==> config.mk <==
export PLATFORM = sky130hd
export DESIGN_NAME = int_to_ascii_radix_converter
export DESIGN_NICKNAME = d
export VERILOG_FILES = /design/src/rtl/i2a_pkg.sv /design/src/rtl/i2a_digits.sv /design/src/rtl/i2a_emit.sv /design/src/rtl/int_to_ascii_radix_converter.sv
export SDC_FILE = /design/constraint.sdc
export NUM_CORES = 1
export LEC_CHECK = 0
export ABC_AREA = 1
export BUFFER_PORTS_ARGS = -buffer_cell sky130_fd_sc_hd__buf_2
export CAP_MARGIN = 20
export CELL_PAD_IN_SITES_DETAIL_PLACEMENT = 0
export CELL_PAD_IN_SITES_GLOBAL_PLACEMENT = 2
export CORE_AREA = 2 2 210 212
export CTS_CLUSTER_SIZE = 8
export DETAILED_ROUTE_END_ITERATION = 6
export DIE_AREA = 0 0 212 214
export HOLD_SLACK_MARGIN = 0.03
export PLACE_DENSITY_LB_ADDON = 0.1
export SLEW_MARGIN = 20
export SYNTH_ARGS = -nofsm -noshare
export SYNTH_HDL_FRONTEND = slang
export SYNTH_HIERARCHICAL = 1
export SYNTH_SLANG_ARGS = --single-unit
export TNS_END_PERCENT = 30
==> constraint.sdc <==
create_clock -name aclk -period 10.09 [get_ports aclk]
set_input_delay 2.018 -clock aclk [delete_from_list [all_inputs] [get_ports aclk]]
set_output_delay 2.018 -clock aclk [all_outputs]
set_load 0.01 [all_outputs]
==> src/rtl/i2a_pkg.sv <==
// shared constants, types and helpers for the integer to ascii radix converter
package i2a_pkg;

    localparam int VALUE_W        = 64;
    localparam int DEC_DIGITS     = 20;
    localparam int HEX_DIGITS     = 16;
    localparam int BCD_W          = DEC_DIGITS * 4;
    localparam int POS_W          = $clog2(DEC_DIGITS);
    localparam int PAD_W          = 5;
    localparam int CHAR_W         = 8;
    localparam int S_TDATA_W      = 72;
    localparam int MAX_DIGITS_DEF = 20;

    localparam logic [1:0] CMD_UDEC = 2'd0;
    localparam logic [1:0] CMD_SDEC = 2'd1;
    localparam logic [1:0] CMD_HEX  = 2'd2;
    localparam logic [1:0] CMD_PTR  = 2'd3;

    localparam logic [CHAR_W-1:0] CHR_ZERO  = 8'h30;
    localparam logic [CHAR_W-1:0] CHR_A     = 8'h61;
    localparam logic [CHAR_W-1:0] CHR_MINUS = 8'h2d;
    localparam logic [CHAR_W-1:0] CHR_X     = 8'h78;

    typedef struct packed {
        logic [BCD_W-1:0]  dig;
        logic [PAD_W-1:0]  pad;
        logic [POS_W-1:0]  top_pos;
        logic [1:0]        pre_cnt;
        logic [CHAR_W-1:0] pre0;
        logic [CHAR_W-1:0] pre1;
    } emit_load_t;

    function automatic logic [CHAR_W-1:0] digit_char(input logic [3:0] d);
        logic [CHAR_W-1:0] c;
        if (d < 4'd10) begin
            c = CHR_ZERO + {4'b0, d};
        end else begin
            c = CHR_A + {4'b0, d} - 8'd10;
        end
        return c;
    endfunction

endpackage

==> src/rtl/i2a_digits.sv <==
// bit-serial binary to bcd converter, with direct nibble load for hex
module i2a_digits (
    input  logic                         aclk,
    input  logic                         aresetn,
    input  logic                         start,
    input  logic                         hex,
    input  logic [i2a_pkg::VALUE_W-1:0]  value,
    output logic                         busy,
    output logic [i2a_pkg::BCD_W-1:0]    bcd
);
    import i2a_pkg::*;

    localparam int CntW = $clog2(VALUE_W + 1);

    logic [CntW-1:0]    cnt_reg, cnt_next;
    logic [VALUE_W-1:0] sh_reg, sh_next;
    logic [BCD_W-1:0]   bcd_reg, bcd_next;
    logic [BCD_W-1:0]   adj;

    always_comb begin
        for (int i = 0; i < DEC_DIGITS; i++) begin
            adj[4*i +: 4] = (bcd_reg[4*i +: 4] >= 4'd5) ? bcd_reg[4*i +: 4] + 4'd3
                                                         : bcd_reg[4*i +: 4];
        end
    end

    always_comb begin
        cnt_next = cnt_reg;
        sh_next  = sh_reg;
        bcd_next = bcd_reg;
        if (start) begin
            if (hex) begin
                cnt_next = '0;
                bcd_next = {{(BCD_W - VALUE_W){1'b0}}, value};
            end else begin
                cnt_next = CntW'(VALUE_W);
                sh_next  = value;
                bcd_next = '0;
            end
        end else if (cnt_reg != '0) begin
            cnt_next = cnt_reg - 1'b1;
            sh_next  = {sh_reg[VALUE_W-2:0], 1'b0};
            bcd_next = {adj[BCD_W-2:0], sh_reg[VALUE_W-1]};
        end
    end

    always_ff @(posedge aclk) begin
        if (!aresetn) begin
            cnt_reg <= '0;
        end else begin
            cnt_reg <= cnt_next;
        end
        sh_reg  <= sh_next;
        bcd_reg <= bcd_next;
    end

    assign busy = (cnt_reg != '0);
    assign bcd  = bcd_reg;

endmodule

==> src/rtl/i2a_emit.sv <==
// character sequencer: prefix, zero suppression and padding, output register
module i2a_emit (
    input  logic                         aclk,
    input  logic                         aresetn,
    input  logic                         load,
    input  i2a_pkg::emit_load_t          load_info,
    output logic                         busy,
    output logic                         m_tvalid,
    input  logic                         m_tready,
    output logic [i2a_pkg::CHAR_W-1:0]   m_tdata,   // char_out
    output logic                         m_tlast    // last
);
    import i2a_pkg::*;

    logic               active_reg, active_next;
    logic               started_reg, started_next;
    logic [BCD_W-1:0]   dig_reg, dig_next;
    logic [POS_W-1:0]   pos_reg, pos_next;
    logic [PAD_W-1:0]   pad_reg, pad_next;
    logic [1:0]         pre_cnt_reg, pre_cnt_next;
    logic [CHAR_W-1:0]  pre0_reg, pre0_next;
    logic [CHAR_W-1:0]  pre1_reg, pre1_next;
    logic               m_tvalid_reg, m_tvalid_next;
    logic [CHAR_W-1:0]  m_tdata_reg, m_tdata_next;
    logic               m_tlast_reg, m_tlast_next;
    logic               slot;
    logic [3:0]         cur;
    logic               emit_ok;

    assign slot    = !m_tvalid_reg || m_tready;
    assign cur     = dig_reg[BCD_W-1 -: 4];
    assign emit_ok = started_reg || (cur != 4'd0) || (PAD_W'(pos_reg) < pad_reg)
                     || (pos_reg == '0);

    always_comb begin
        active_next   = active_reg;
        started_next  = started_reg;
        dig_next      = dig_reg;
        pos_next      = pos_reg;
        pad_next      = pad_reg;
        pre_cnt_next  = pre_cnt_reg;
        pre0_next     = pre0_reg;
        pre1_next     = pre1_reg;
        m_tvalid_next = m_tvalid_reg && !m_tready;
        m_tdata_next  = m_tdata_reg;
        m_tlast_next  = m_tlast_reg;
        if (load) begin
            active_next  = 1'b1;
            started_next = 1'b0;
            dig_next     = load_info.dig;
            pos_next     = load_info.top_pos;
            pad_next     = load_info.pad;
            pre_cnt_next = load_info.pre_cnt;
            pre0_next    = load_info.pre0;
            pre1_next    = load_info.pre1;
        end else if (active_reg && slot) begin
            if (pre_cnt_reg != 2'd0) begin
                m_tvalid_next = 1'b1;
                m_tdata_next  = pre0_reg;
                m_tlast_next  = 1'b0;
                pre0_next     = pre1_reg;
                pre_cnt_next  = pre_cnt_reg - 2'd1;
            end else begin
                if (emit_ok) begin
                    m_tvalid_next = 1'b1;
                    m_tdata_next  = digit_char(cur);
                    m_tlast_next  = (pos_reg == '0);
                    started_next  = 1'b1;
                end
                dig_next = {dig_reg[BCD_W-5:0], 4'd0};
                pos_next = pos_reg - 1'b1;
                if (pos_reg == '0) begin
                    active_next = 1'b0;
                end
            end
        end
    end

    always_ff @(posedge aclk) begin
        if (!aresetn) begin
            active_reg   <= 1'b0;
            m_tvalid_reg <= 1'b0;
        end else begin
            active_reg   <= active_next;
            m_tvalid_reg <= m_tvalid_next;
        end
        started_reg <= started_next;
        dig_reg     <= dig_next;
        pos_reg     <= pos_next;
        pad_reg     <= pad_next;
        pre_cnt_reg <= pre_cnt_next;
        pre0_reg    <= pre0_next;
        pre1_reg    <= pre1_next;
        m_tdata_reg <= m_tdata_next;
        m_tlast_reg <= m_tlast_next;
    end

    assign busy     = active_reg;
    assign m_tvalid = m_tvalid_reg;
    assign m_tdata  = m_tdata_reg;
    assign m_tlast  = m_tlast_reg;

    a_load_idle: assert property (@(posedge aclk) disable iff (!aresetn)
        load |-> !active_reg)
        else $error("load while sequencer active");

    a_final_digit_ends: assert property (@(posedge aclk) disable iff (!aresetn)
        (active_reg && !load && slot && pre_cnt_reg == 2'd0 && pos_reg == '0) |=> !active_reg)
        else $error("sequencer still active after final digit");

    a_final_digit_last: assert property (@(posedge aclk) disable iff (!aresetn)
        (active_reg && !load && slot && pre_cnt_reg == 2'd0 && pos_reg == '0)
        |=> (m_tvalid_reg && m_tlast_reg))
        else $error("final digit not flagged last");

endmodule

==> src/rtl/int_to_ascii_radix_converter.sv <==
// top level: integer to ascii radix converter
// decimal item: bit-serial bcd conversion of all 64 value bits, then a load into the emitter once
// the conversion has ended and the emitter is idle; hex and pointer items skip the conversion
// the emitter steps through each prefix character and then each of the 20 digit positions,
// dropped leading zeros included; output stalls hold it
// a new item is accepted once the previous one is loaded, conversion overlapping its output
// aresetn (synchronous, active low) clears control state and drops tvalid on the output
module int_to_ascii_radix_converter #(
    parameter int MAX_DIGITS = i2a_pkg::MAX_DIGITS_DEF
) (
    input  logic                           aclk,
    input  logic                           aresetn,
    input  logic                           s_tvalid,
    output logic                           s_tready,
    input  logic [i2a_pkg::S_TDATA_W-1:0]  s_tdata,   // cmd[1:0], value[65:2], pad_width[70:66]
    output logic                           m_tvalid,
    input  logic                           m_tready,
    output logic [i2a_pkg::CHAR_W-1:0]     m_tdata,   // char_out
    output logic                           m_tlast    // last
);
    import i2a_pkg::*;

    localparam int Cap = (MAX_DIGITS < DEC_DIGITS) ? MAX_DIGITS : DEC_DIGITS;

    localparam logic ST_IDLE = 1'b0;
    localparam logic ST_WAIT = 1'b1;

    logic               state_reg, state_next;
    emit_load_t         info_reg, info_next;
    logic [1:0]         cmd;
    logic [VALUE_W-1:0] value;
    logic [PAD_W-1:0]   pad_in;
    logic [PAD_W-1:0]   pad_sat;
    logic               neg;
    logic               is_hex;
    logic               accept;
    logic               dig_busy;
    logic [BCD_W-1:0]   bcd;
    logic               emit_busy;
    logic               load;
    emit_load_t         load_info;

    assign cmd     = s_tdata[1:0];
    assign value   = s_tdata[VALUE_W+1:2];
    assign pad_in  = s_tdata[VALUE_W+PAD_W+1:VALUE_W+2];
    assign pad_sat = (pad_in > PAD_W'(Cap)) ? PAD_W'(Cap) : pad_in;
    assign neg     = (cmd == CMD_SDEC) && value[VALUE_W-1];
    assign is_hex  = (cmd == CMD_HEX) || (cmd == CMD_PTR);

    assign s_tready = (state_reg == ST_IDLE);
    assign accept   = s_tvalid && s_tready;
    assign load     = (state_reg == ST_WAIT) && !dig_busy && !emit_busy;

    always_comb begin
        state_next = state_reg;
        info_next  = info_reg;
        case (state_reg)
            ST_IDLE: begin
                if (accept) begin
                    state_next        = ST_WAIT;
                    info_next.dig     = '0;
                    info_next.pad     = pad_sat;
                    info_next.top_pos = POS_W'(DEC_DIGITS - 1);
                    info_next.pre_cnt = 2'd0;
                    info_next.pre0    = CHR_ZERO;
                    info_next.pre1    = CHR_X;
                    if (cmd == CMD_PTR) begin
                        info_next.pad     = PAD_W'(HEX_DIGITS);
                        info_next.pre_cnt = 2'd2;
                    end else if (neg) begin
                        info_next.pre_cnt = 2'd1;
                        info_next.pre0    = CHR_MINUS;
                    end
                end
            end
            ST_WAIT: begin
                if (load) begin
                    state_next = ST_IDLE;
                end
            end
            default: begin
                state_next = ST_IDLE;
            end
        endcase
    end

    always_ff @(posedge aclk) begin
        if (!aresetn) begin
            state_reg <= ST_IDLE;
        end else begin
            state_reg <= state_next;
        end
        info_reg <= info_next;
    end

    always_comb begin
        load_info     = info_reg;
        load_info.dig = bcd;
    end

    i2a_digits u_digits (
        .aclk    (aclk),
        .aresetn (aresetn),
        .start   (accept),
        .hex     (is_hex),
        .value   (neg ? (~value + 1'b1) : value),
        .busy    (dig_busy),
        .bcd     (bcd)
    );

    i2a_emit u_emit (
        .aclk      (aclk),
        .aresetn   (aresetn),
        .load      (load),
        .load_info (load_info),
        .busy      (emit_busy),
        .m_tvalid  (m_tvalid),
        .m_tready  (m_tready),
        .m_tdata   (m_tdata),
        .m_tlast   (m_tlast)
    );

endmodule

==> impl_results.md <==
* Status: finished clean
* Critical path class: in -> reg
* Routed vias/inst at 4.75
* R2R depth at 5
* Final Skew at 16.1 ps
* CP required at 10,350 ps
* FP Rows at 76
* Initial Util at 38.0%
* Peak VDD IR at 0.141 mV
* Fin nets at 2,196
* FMAX at 219 MHz
* Max-slew violations at 0
* GPL Wtd Cong at 0.852
* Gr usage total at 18.9%
* ANT cells at 0
* Yosys Warn Count at 6
* Total power at 5.52 mW
* Area Overhead vs Synth at 12.7%
* Pleak at 8.25 nW
* Fin util at 42.8%
* Layout cells sized above 1 at 9.71%
* Avg Inst Size Synth at 8.22 µm²
* Library cells used by synthesis at 44
* Vias in the first global route at 12,500
* Flops & latches, synth at 280
* Crit-path max cell delay at 500 ps
* Clock buffer depth at 3
* Synth top area share at 49.6%
* CP max-delay cell: buf_4
* RSZ-0062 raised after global routing: false
* Wire length per cell at 15.7 µm
* Leading cell type in the layout, fill and taps excluded: nand2_1
* Setup crit end kind: register
* Die area at 45,400 µm²
* Most frequent cells in the layout: nand2_1 (817), edfxtp_1 (269), inv_1 (174), nor2_1 (168), nand3_1 (114)
* Tcrit/Tclk final at 45.2%
* Die height at 214 µm
* Iteration-0 DRC Markers at 795
* Routed WL at 42.0 mm
* H-tree Lvls at 2
* Initial antenna violation count at 0
* Clk slew on worst S/H paths at 50 ps
* First-pass GRT wire length at 67.4 mm
* Root Buffer: clkbuf_16
* Final hold violation count at 0
* Most frequent CP cell: nand2_1
* Detail Route Antenna Nets at 0
* Worst-path fanout max at 53
* DRC viols at 0
* I/O Buffers at 85
* Slew at the pin closest to its max-slew limit at 1050 ps
* Die X at 212 µm
* TritonCTS sink count at 280
* Setup TNS at 0 ps
* Post-Syn Area at 16,300 µm²
* Relative slew slack at 29.9%
* Area contributors post-synth: edfxtp_1 (50%), nand2_1 (19%), inv_1 (4.0%)
* Startpoint types: input port
* Postcts setup bufs at 0
* Largest net degree at the start of global routing at 143
* PostCTS Resize Cnt at 0
* Grt total ovfl at 0
* WP data arrival at 4820 ps
* CTS tree: built
* Synth area leader: edfxtp_1
* Register area share after synthesis at 51.0%
* Final setup viols at 0
* Max-cap check violation count at 0
* Core area at 42,900 µm²
* Hold-fix buffers, CTS at 0
* Vias at 12,700
* P per Cell Area at 301 nW/µm²
* Crit path cell chain: buf_2 -> buf_4 -> nor2_2 -> nand2_4 -> inv_2 -> buf_4 -> nand2_1 -> nand3_2 -> nor2_4 -> nand2_1 -> nand2_1 -> nand2_1 -> nand3_1 -> o21ai_1
* CTS buffer count at 41
* Synth Instances at 1,980
* Hold path cells at 0
* DRT Pass-1 Iters at 7
* Worst-Skew Late Latency at 530 ps
* Final hold slack at 418 ps
* # IOs at 87
* HPWL Detailed at 29.3 mm
* Min cycle time layout at 4560 ps
* Hold Crit Class: reg -> reg
[per-layer routing]
metal  track usage (%)  up-vias  routed length (µm)
met4              5.33        0                 923
li1                  -     6571                   -
met1              26.6     5808               20700
met3              2.32       57                1600
met2              30.5      232               18800
met5                 0        -                   0
[synthesized netlist by cell type (all sizes together)]
master,instances
o22a,1
o21bai,2
a21boi,2
o21a,1
and2,1
o22ai,17
o21ai,99
nand3,119
nand3b,4
clkbuf,2
dfxtp,11
or2,4
nand2,832
nand4,14
inv,183
edfxtp,269
xnor2,11
buf,63
clkinv,1
conb,2
nor2,184
a21oi,39
nor3,6
nor4,1
xor2,44
a31oi,17
ha,51
[through the flow]
stage               setup slack [ps]  area [µm²]  std cells
floorplan                       1270       16300       1995
global placement                5010       17200       2611
detailed placement              5000       17200       2611
CTS                             5540       18300       2666
global route                    5330       18300       2666
finish                          5530       18300       2666
[final timing paths]
path	start	endpoint	slack, ps
min	info_reg[25]	u_emit/pad_reg[2]	420
min reg2reg	info_reg[25]	u_emit/pad_reg[2]	420
max reg2reg	state_reg	u_digits/bcd[67]	6940
max	s_tdata[1]	u_digits/bcd[50]	5530
[worst max-delay path, delay by kind of cell]
family	cells	cell delay, ps
simple gates	9	1520
buf+inv	4	1120
compound gates	1	80
[cell type report]
| type | instances | area [µm²] |
|---|---|---|
| Clock buffer | 52 | 1110 |
| Clock inverter | 3 | 43.8 |
| Fill cell | 4395 | 24500 |
| Inverter | 184 | 694 |
| Multi-Input combinational cell | 1466 | 6950 |
| Sequential cell | 280 | 8300 |
| Tap cell | 585 | 732 |
| Timing Repair Buffer | 96 | 520 |
[where the power goes]
| group | total [mW] | internal, mW | switching, mW |
|---|---|---|---|
| combinational | 1.88 | 0.575 | 1.30 |
| clock | 1.26 | 0.783 | 0.478 |
| sequential | 2.39 | 2.11 | 0.281 |
| total | 5.52 | 3.47 | 2.06 |
[cells by family (layout without fill, tap and decap cells)]
kind of cell | Yosys count | after routing | synth area share [%]
DFF | 280 | 280 | 51.0
buffers and inverters | 249 | 335 | 6.97
AOI/OAI and AO/OA | 178 | 178 | 6.02
and+or+nand+nor | 1165 | 1165 | 29.1
adders and majority gates | 51 | 51 | 3.92
xor gates and xnor gates | 55 | 55 | 2.96
other | 2 | 17 | 0.0461
Note: power is estimated with default switching activity, not from simulation.
